[src/hdl/ipsd_pkg.sv]
// Shared types, field widths, register codes and defaults of the stride prefetcher.
`default_nettype none

package ipsd_pkg;

  // Fixed field widths.
  localparam int unsigned IP_W      = 48;
  localparam int unsigned LINE_W    = 42;
  localparam int unsigned CYCLE_W   = 48;
  localparam int unsigned STRIDE_W  = 43;
  localparam int unsigned CONF_W    = 2;
  localparam int unsigned PF_ADDR_W = 48;
  localparam int unsigned DELAY_W   = 8;
  localparam int unsigned DEGREE_W  = 4;

  // Configuration port.
  localparam int unsigned CFG_INDEX_W = 8;
  localparam int unsigned CFG_DATA_W  = 8;

  localparam logic [CFG_INDEX_W-1:0] REG_ISSUE_DELAY      = 8'd0;
  localparam logic [CFG_INDEX_W-1:0] REG_LOOKAHEAD_DEGREE = 8'd1;
  localparam logic [CFG_INDEX_W-1:0] REG_CONFIDENCE_LIMIT = 8'd2;
  localparam logic [CFG_INDEX_W-1:0] REG_VIRTUAL_MODE     = 8'd3;

  localparam logic [DELAY_W-1:0]  ISSUE_DELAY_RST  = 8'd30;
  localparam logic [DEGREE_W-1:0] DEGREE_RST       = 4'd3;
  localparam logic [CONF_W-1:0]   CONF_LIMIT_RST   = 2'd2;
  localparam logic                VIRTUAL_MODE_RST = 1'b0;

  // Request kinds.
  localparam logic REQ_ACCESS = 1'b0;
  localparam logic REQ_TICK   = 1'b1;

  // Default geometry.
  localparam int unsigned DEF_TRACK_SETS = 256;
  localparam int unsigned DEF_TRACK_WAYS = 4;
  localparam int unsigned DEF_BLOCK_BITS = 6;
  localparam int unsigned DEF_PAGE_BITS  = 12;
  localparam int unsigned DEF_ADDR_BITS  = 48;

  // Set index reduction: bits of the ip consumed per cycle, and the number of cycles.
  localparam int unsigned MOD_DIGIT_BITS = 4;
  localparam int unsigned MOD_STEPS      = IP_W / MOD_DIGIT_BITS;

  // Depth of the queue between front and back.
  localparam int unsigned QUEUE_DEPTH = 2;

  typedef struct packed {
    logic [DELAY_W-1:0]  issue_delay;
    logic [DEGREE_W-1:0] degree;
    logic [CONF_W-1:0]   conf_limit;
    logic                virtual_mode;
  } cfg_t;

  typedef struct packed {
    logic               is_tick;
    logic [IP_W-1:0]    ip;
    logic [LINE_W-1:0]  line;
    logic [CYCLE_W-1:0] cycle_now;
    logic               below_half;
    logic               accepted;
  } item_t;

  typedef struct packed {
    logic                valid;
    logic [IP_W-1:0]     tag;
    logic [LINE_W-1:0]   last_line;
    logic [STRIDE_W-1:0] stride;
    logic [CONF_W-1:0]   conf;
  } entry_t;

  localparam int unsigned ENTRY_W = $bits(entry_t);

endpackage

`default_nettype wire

[src/hdl/ipsd_front.sv]
// Front end: accepts requests, classifies them and computes the tracker set index.
`default_nettype none

module ipsd_front #(
  parameter int unsigned TRACK_SETS = ipsd_pkg::DEF_TRACK_SETS,
  parameter int unsigned SET_BITS   = (TRACK_SETS > 1) ? $clog2(TRACK_SETS) : 1
) (
  input  wire logic                          clk,
  input  wire logic                          rst,
  input  wire logic                          in_valid,
  output logic                               in_ready,
  input  wire logic                          req_type,
  input  wire logic [ipsd_pkg::IP_W-1:0]     ip,
  input  wire logic [ipsd_pkg::LINE_W-1:0]   line_address,
  input  wire logic [ipsd_pkg::CYCLE_W-1:0]  cycle_now,
  input  wire logic                          mshr_below_half,
  input  wire logic                          prefetch_accepted,
  output logic                               q_valid,
  input  wire logic                          q_pop,
  output ipsd_pkg::item_t                    q_item,
  output logic      [SET_BITS-1:0]           q_set
);

  localparam bit          SETS_POW2 = (TRACK_SETS & (TRACK_SETS - 1)) == 0;
  localparam int unsigned STEP_W    = $clog2(ipsd_pkg::MOD_STEPS + 1);
  localparam int unsigned PTR_W     = $clog2(ipsd_pkg::QUEUE_DEPTH);
  localparam int unsigned COUNT_W   = $clog2(ipsd_pkg::QUEUE_DEPTH + 1);
  localparam logic [SET_BITS:0] SET_LIMIT = (SET_BITS + 1)'(TRACK_SETS);

  logic                          hold_valid;
  ipsd_pkg::item_t               hold;
  logic [SET_BITS-1:0]           residue;
  logic [SET_BITS-1:0]           residue_next;
  logic [ipsd_pkg::IP_W-1:0]     digits;
  logic [ipsd_pkg::IP_W-1:0]     digits_next;
  logic [STEP_W-1:0]             step;
  logic                          idx_done;
  logic                          push;
  logic                          accept;
  logic [SET_BITS-1:0]           hold_set;

  ipsd_pkg::item_t               slot     [ipsd_pkg::QUEUE_DEPTH];
  logic [SET_BITS-1:0]           slot_set [ipsd_pkg::QUEUE_DEPTH];
  logic [PTR_W-1:0]              rd_ptr;
  logic [PTR_W-1:0]              wr_ptr;
  logic [COUNT_W-1:0]            count;

  // Remainder of ip by the set count, most significant bits first, MOD_DIGIT_BITS bits a cycle.
  always_comb begin
    logic [SET_BITS:0] t;
    residue_next = residue;
    digits_next  = digits;
    for (int k = 0; k < ipsd_pkg::MOD_DIGIT_BITS; k++) begin
      t           = {residue_next, digits_next[ipsd_pkg::IP_W-1]};
      digits_next = {digits_next[ipsd_pkg::IP_W-2:0], 1'b0};
      if (t >= SET_LIMIT) begin
        t = t - SET_LIMIT;
      end
      residue_next = t[SET_BITS-1:0];
    end
  end

  assign idx_done = hold.is_tick || SETS_POW2 || (step == STEP_W'(ipsd_pkg::MOD_STEPS));
  assign hold_set = SETS_POW2 ?
                    SET_BITS'(hold.ip & ipsd_pkg::IP_W'(TRACK_SETS - 1)) : residue;
  assign push     = hold_valid && idx_done && (count != COUNT_W'(ipsd_pkg::QUEUE_DEPTH));
  assign in_ready = !hold_valid || push;
  assign accept   = in_valid && in_ready;

  assign q_valid  = count != '0;
  assign q_item   = slot[rd_ptr];
  assign q_set    = slot_set[rd_ptr];

  always_ff @(posedge clk) begin
    if (rst) begin
      hold_valid <= 1'b0;
      step       <= '0;
      rd_ptr     <= '0;
      wr_ptr     <= '0;
      count      <= '0;
    end else begin
      if (accept) begin
        hold_valid <= 1'b1;
      end else if (push) begin
        hold_valid <= 1'b0;
      end
      if (accept) begin
        step <= '0;
      end else if (hold_valid && !idx_done) begin
        step <= step + STEP_W'(1);
      end
      if (push) begin
        wr_ptr <= wr_ptr + PTR_W'(1);
      end
      if (q_pop) begin
        rd_ptr <= rd_ptr + PTR_W'(1);
      end
      unique case ({push, q_pop})
        2'b10:   count <= count + COUNT_W'(1);
        2'b01:   count <= count - COUNT_W'(1);
        default: count <= count;
      endcase
    end
  end

  always_ff @(posedge clk) begin
    if (accept) begin
      hold.is_tick    <= (req_type == ipsd_pkg::REQ_TICK);
      hold.ip         <= ip;
      hold.line       <= line_address;
      hold.cycle_now  <= cycle_now;
      hold.below_half <= mshr_below_half;
      hold.accepted   <= prefetch_accepted;
      residue         <= '0;
      digits          <= ip;
    end else if (hold_valid && !idx_done) begin
      residue <= residue_next;
      digits  <= digits_next;
    end
    if (push) begin
      slot[wr_ptr]     <= hold;
      slot_set[wr_ptr] <= hold_set;
    end
  end

endmodule

`default_nettype wire

[config.mk]
export PLATFORM = sky130hd
export DESIGN_NAME = ipsd_front
export DESIGN_NICKNAME = d
export VERILOG_FILES = /design/src/hdl/ipsd_pkg.sv /design/src/hdl/ipsd_front.sv
export SDC_FILE = /design/constraint.sdc
export NUM_CORES = 1
export LEC_CHECK = 0
export BUFFER_PORTS_ARGS = -buffer_cell sky130_fd_sc_hd__buf_4
export CORE_MARGIN = 2
export CORE_UTILIZATION = 50
export CTS_CLUSTER_DIAMETER = 120
export CTS_CLUSTER_SIZE = 24
export DETAILED_ROUTE_END_ITERATION = 16
export PLACE_DENSITY = 0.84
export SLEW_MARGIN = 30
export SYNTH_ARGS = -nofsm -noshare
export SYNTH_HDL_FRONTEND = slang
export SYNTH_SLANG_ARGS = --single-unit
[constraint.sdc]
create_clock -name clk -period 10.2 [get_ports clk]
set_clock_uncertainty 0.2 [all_clocks]
set_input_delay 1.02 -clock clk [delete_from_list [all_inputs] [get_ports clk]]
set_output_delay 1.02 -clock clk [all_outputs]
set_load 0.02 [all_outputs]
==> flow_summary.ini, run 1 <==
[run_status]
status = finished clean

[yosys]
ys_ff_latch = 429
ys_types = 20
yosysWarnings = 0
netlist_area_um2 = 14750
postSynthCellCount = 618
yosysSeqAreaShare_pct = 86.94
syn-num-nets = 764
avgSynthCellArea_um2 = 23.87

[sta]
worstMarginPinSlew_ns = 0.8831
setup_viol = 0
min_period_ns = 4.088
period_share_pct = 40.08
fin_tns_setup_ns = 0
fmax_ghz = 0.2446
final-max-slew-violation-count = 0
rsz0062_at_grt = false
relSlewSlack_pct = 41.13
hold_viol = 0

[placement]
io_buffers = 295
routabilityCongestion = 0.7185
dp.final_hpwl_um = 16680

[die]
row_count = 62
start_util_pct = 51.11
io_pins = 296
dieArea_um2 = 30890
die_w_um = 175.8
core_area_um2 = 28860
die_h_um = 175.8

[grt]
grt_overflow = 0
grt_usage_pct = 16.57
antenna_found_initial = 0
grt_max_degree = 142
grt_pass1_wl_um = 39120
grt_pass1_vias = 6956

[cts]
ctsHoldBuffers = 0
path_clk_slew_ns = 0.10
cts_setup_buffers = 0
clockRootBuffer = clkbuf_16
cts_tree = yes
clk_path_buf_depth = 3
cts_resized = 0
insertion_delay_ns = 0.53
cts_made_buffers = 21
h-tree-depth = 1
clock_sinks = 429

[drt]
first_pass_iters = 5
routed-via-count = 6603
route.detailed.drc = 0
viasPerCell = 5.021
first_iter_violations = 442
ant_nets = 0
drt_wl_total_um = 26160
routedWlPerCell_um = 19.89

[layout]
drive_gt1_share_pct = 40.49
antenna_cells = 0
syn_to_final_growth_pct = 21.44
final_common_cell = edfxtp_1
final_cell_mix = 423 x edfxtp_1, 297 x buf_4, 91 x mux2_1
final_core_util_pct = 62.07
nFillCells = 2013
final_nets = 1063

[critical_path]
critPathTopFamily = flip-flops
crit_chain = buf_6, mux2_1, buf_4
critical_path_class = reg2out
startpoint_type = register
worst-r2r-cell-count = 4
cp_max_fo = 80
rrSetupSlack_ns = 7.19
cp-endpoint = q_item[17]
crit_cells = 3
slowest_stage = dfxtp_4
cp_slowest_stage_delay_ns = 0.92
worst_r2r_endpoint = slot[0][9]
r2r_start = count[0]
required_ns = 8.98
end_kind = primary output
cp_num_buf_inv = 2
cp.arrival_ns = 2.87

[hold_path]
hold_path_class = reg2reg

[power]
cellLeakagePower_nw = 6.352
ir_drop_mv = 0.1584
p_per_area_nw_per_um2 = 187.2

[flow_run]
maxCapViolCount = 0
==> stage by stage <==
step	instances	total power, mW	worst slack (ns)	instance area (µm²)	hold slack, ns
global route	1315	3.485	5.927	17910	0.2418
global placement	1278	2.500	6.354	17320	0.2215
finish	1315	3.353	6.112	17910	0.2420
CTS	1315	3.392	6.031	17910	0.2335
floorplan	618	2.347	1.466	14750	0.2215
detailed placement	1278	2.516	6.630	17320	0.2290
==> synthesized netlist by cell type, drive strengths merged <==
cell,instances,area share [%]
ha,1,0.085
o21ai,2,0.068
or3,2,0.085
xnor2,2,0.12
xor2,1,0.059
or2,1,0.042
mux2,141,11
buf,24,1.4
edfxtp,423,86
nor2,3,0.076
nand2b,1,0.042
and3,1,0.042
a21oi,4,0.14
nand2,2,0.051
dfxtp,6,0.81
nor2b,1,0.042
inv,3,0.076
==> cell families (layout without fill, tap and decap cells) <==
family	count (synthesis)	count (layout)	share of synthesized area [%]
mux	141	141	10.77
simple gates	11	11	0.3819
xor+xnor	3	3	0.1782
flops	429	429	86.94
buf+inv	27	340	1.451
compound gates	6	6	0.2036
fa+ha+maj	1	1	0.08482
==> worst min-delay path by stage <==
stage | depth (start not counted) | start | end
finish | 0 | hold[42] | slot[0][42]
global route | 0 | hold[132] | slot[0][132]
CTS | 0 | hold[42] | slot[0][42]
detailed placement | 0 | hold[111] | slot[1][111]
global placement | 0 | hold[59] | slot[0][59]
floorplan | 0 | hold[0] | slot[0][0]
==> sequential cells by signal, indices dropped and copies added (netlist names), named ones only <==
| register | cells |
|---|---|
| wr_ptr | 1 |
| hold | 141 |
| slot_set | 7 |
| count | 2 |
| rd_ptr | 1 |
| hold_valid | 1 |
| slot | 275 |
==> report_power, final <==
part	switching [mW]	leakage, nW	total, mW	internal [mW]
Clock	0.491	0.280	0.883	0.392
Sequential	0.0418	4.01	2.10	2.05
Combinational	0.207	2.06	0.373	0.166
==> layout make-up <==
cell class	instances	area (µm²)	area share (%)
Clock buffer	36	581.8	3.248
Timing Repair Buffer	300	2272	12.69
Inverter	3	16.27	0.09081
Clock inverter	1	5.005	0.02794
Sequential cell	429	12830	71.61
Multi-Input combinational cell	162	1729	9.654
Tap cell	384	480.5	2.683
==> metal layers <==
layer  global-route usage, %  vias to the layer above  routed length [µm]
met1                   21.06                     3279               10110
met4                   3.788                        0                 496
li1                        -                     3030                   -
met2                   28.17                      257               13140
met5                       0                        -                   0
met3                   5.152                       37                2408
No activity file was read; power rests on OpenSTA's default activity.
==> run 2, diff against run 1 <==
- clock period: 10.2 -> 4.14 ns (I/O delays scaled with it)
==> run 2 against run 1 <==
Flip-flop and latch count did not move; non-clock buffer count increased by 147; utilization is 5.1 points higher; final area rose by 8.2%; combinational power grew to 2.9 times the previous value; power grew to 2.5 times the previous value.
==> flow_summary.ini, run 2 (same netlist as run 1, synthesis figures left out) <==
[drt]
ant_nets = 0
routed-via-count = 7285
first_iter_violations = 437
drt_wl_total_um = 29360
route.detailed.drc = 0
routedWlPerCell_um = 20.15
viasPerCell = 5.000
first_pass_iters = 4

[sta]
final-max-slew-violation-count = 0
fin_ws_ns = 1.142
period_share_pct = 72.41
fmax_ghz = 0.3336
rsz0062_at_grt = false
relSlewSlack_pct = 43.09
fin_hold_ws_ns = 0.2403
setup_viol = 0
hold_viol = 0
min_period_ns = 2.998
fin_tns_setup_ns = 0
worstMarginPinSlew_ns = 0.8537

[cts]
ctsHoldBuffers = 145
cts_resized = 0
cts_made_buffers = 21
clock_sinks = 429
clk_path_buf_depth = 3
cts_tree = yes
h-tree-depth = 1
insertion_delay_ns = 0.53
path_clk_slew_ns = 0.10
clockRootBuffer = clkbuf_16
cts_setup_buffers = 0

[grt]
grt_pass1_vias = 7785
grt_max_degree = 142
grt_pass1_wl_um = 43090
grt_overflow = 0
antenna_found_initial = 4
grt_usage_pct = 18.31

[die]
die_w_um = 175.8
io_pins = 296
dieArea_um2 = 30890
die_h_um = 175.8
core_area_um2 = 28860
start_util_pct = 51.11
row_count = 62

[layout]
drive_gt1_share_pct = 35.42
syn_to_final_growth_pct = 31.42
nFillCells = 1779
largest_reg_flops = 275
final_nets = 1210
final_cell_mix = 423 x edfxtp_1, 298 x buf_4, 145 x dlygate4sd3_1
largest_register = slot
fin_area_um2 = 19380
final_common_cell = edfxtp_1
reg_top3 = slot (275), hold (141), slot_set (7)

[placement]
dp.final_hpwl_um = 16680
placed_area_um2 = 17370
io_buffers = 295
pre_cts_ws_ns = 1.714
routabilityCongestion = 0.6950

[critical_path]
cp.arrival_ns = 2.38
cp_max_fo = 77
startpoint_type = register
required_ns = 3.53
critical_path_class = reg2out
end_kind = primary output

[flow_run]
maxCapViolCount = 0

[run_status]
status = finished clean

[power]
p_per_area_nw_per_um2 = 432.7
cellLeakagePower_nw = 6.962
ir_drop_mv = 0.4481

[hold_path]
hold_path_class = reg2reg
-- run 2: routing by layer --
metal / wire [µm] / global-route usage [%]
met5: 7 / 0
met4: 678 / 4.511
met3: 1938 / 3.874
met2: 15490 / 33.40
met1: 11240 / 22.31
-- run 2: power by group --
group          internal (mW)  leakage (nW)  switching [mW]
registers               5.06          4.01          0.0979
logic                  0.507          2.68           0.563
clock network          0.938         0.271            1.22
total                   6.51          6.96            1.88
-- run 2: cell type report --
type                    count  area [µm²]  area share [%]
multi-input cells         162        1729           8.921
diodes                      3       7.507         0.03873
clock inverters             1       5.005         0.02582
inverters                   3       15.01         0.07746
well taps                 384       480.5           2.479
flip-flops and latches    429       12830           66.17
repair buffers            447        3769           19.44
clock buffers              28       551.8           2.847
-- run 2: final timing paths --
check                                start           end  slack (ns)  cells past startpoint
worst min register to register   hold[117]  slot[1][117]        0.24                      0
worst min-delay path             hold[117]  slot[1][117]        0.24                      0
worst max register to register  hold_valid   slot[0][72]        1.80                      4
worst max-delay path              register    q_item[17]        1.14                      3
-- run 2: through the flow --
| step | instances | total power, mW | utilization [%] |
|---|---|---|---|
| detailed placement | 1280 | 6.204 | 60.18 |
| global route | 1457 | 8.663 | 67.17 |
| CTS | 1454 | 8.428 | 67.14 |
| global placement | 1280 | 6.167 | 60.18 |
| floorplan | 618 | 5.760 | - |
| finish | 1457 | 8.387 | 67.17 |
-- run 2: critical path: stages, from the launching register on --
cell	delay (ns)
dfxtp_4	0.71
buf_12	0.41
mux2_1	0.43
buf_4	0.18
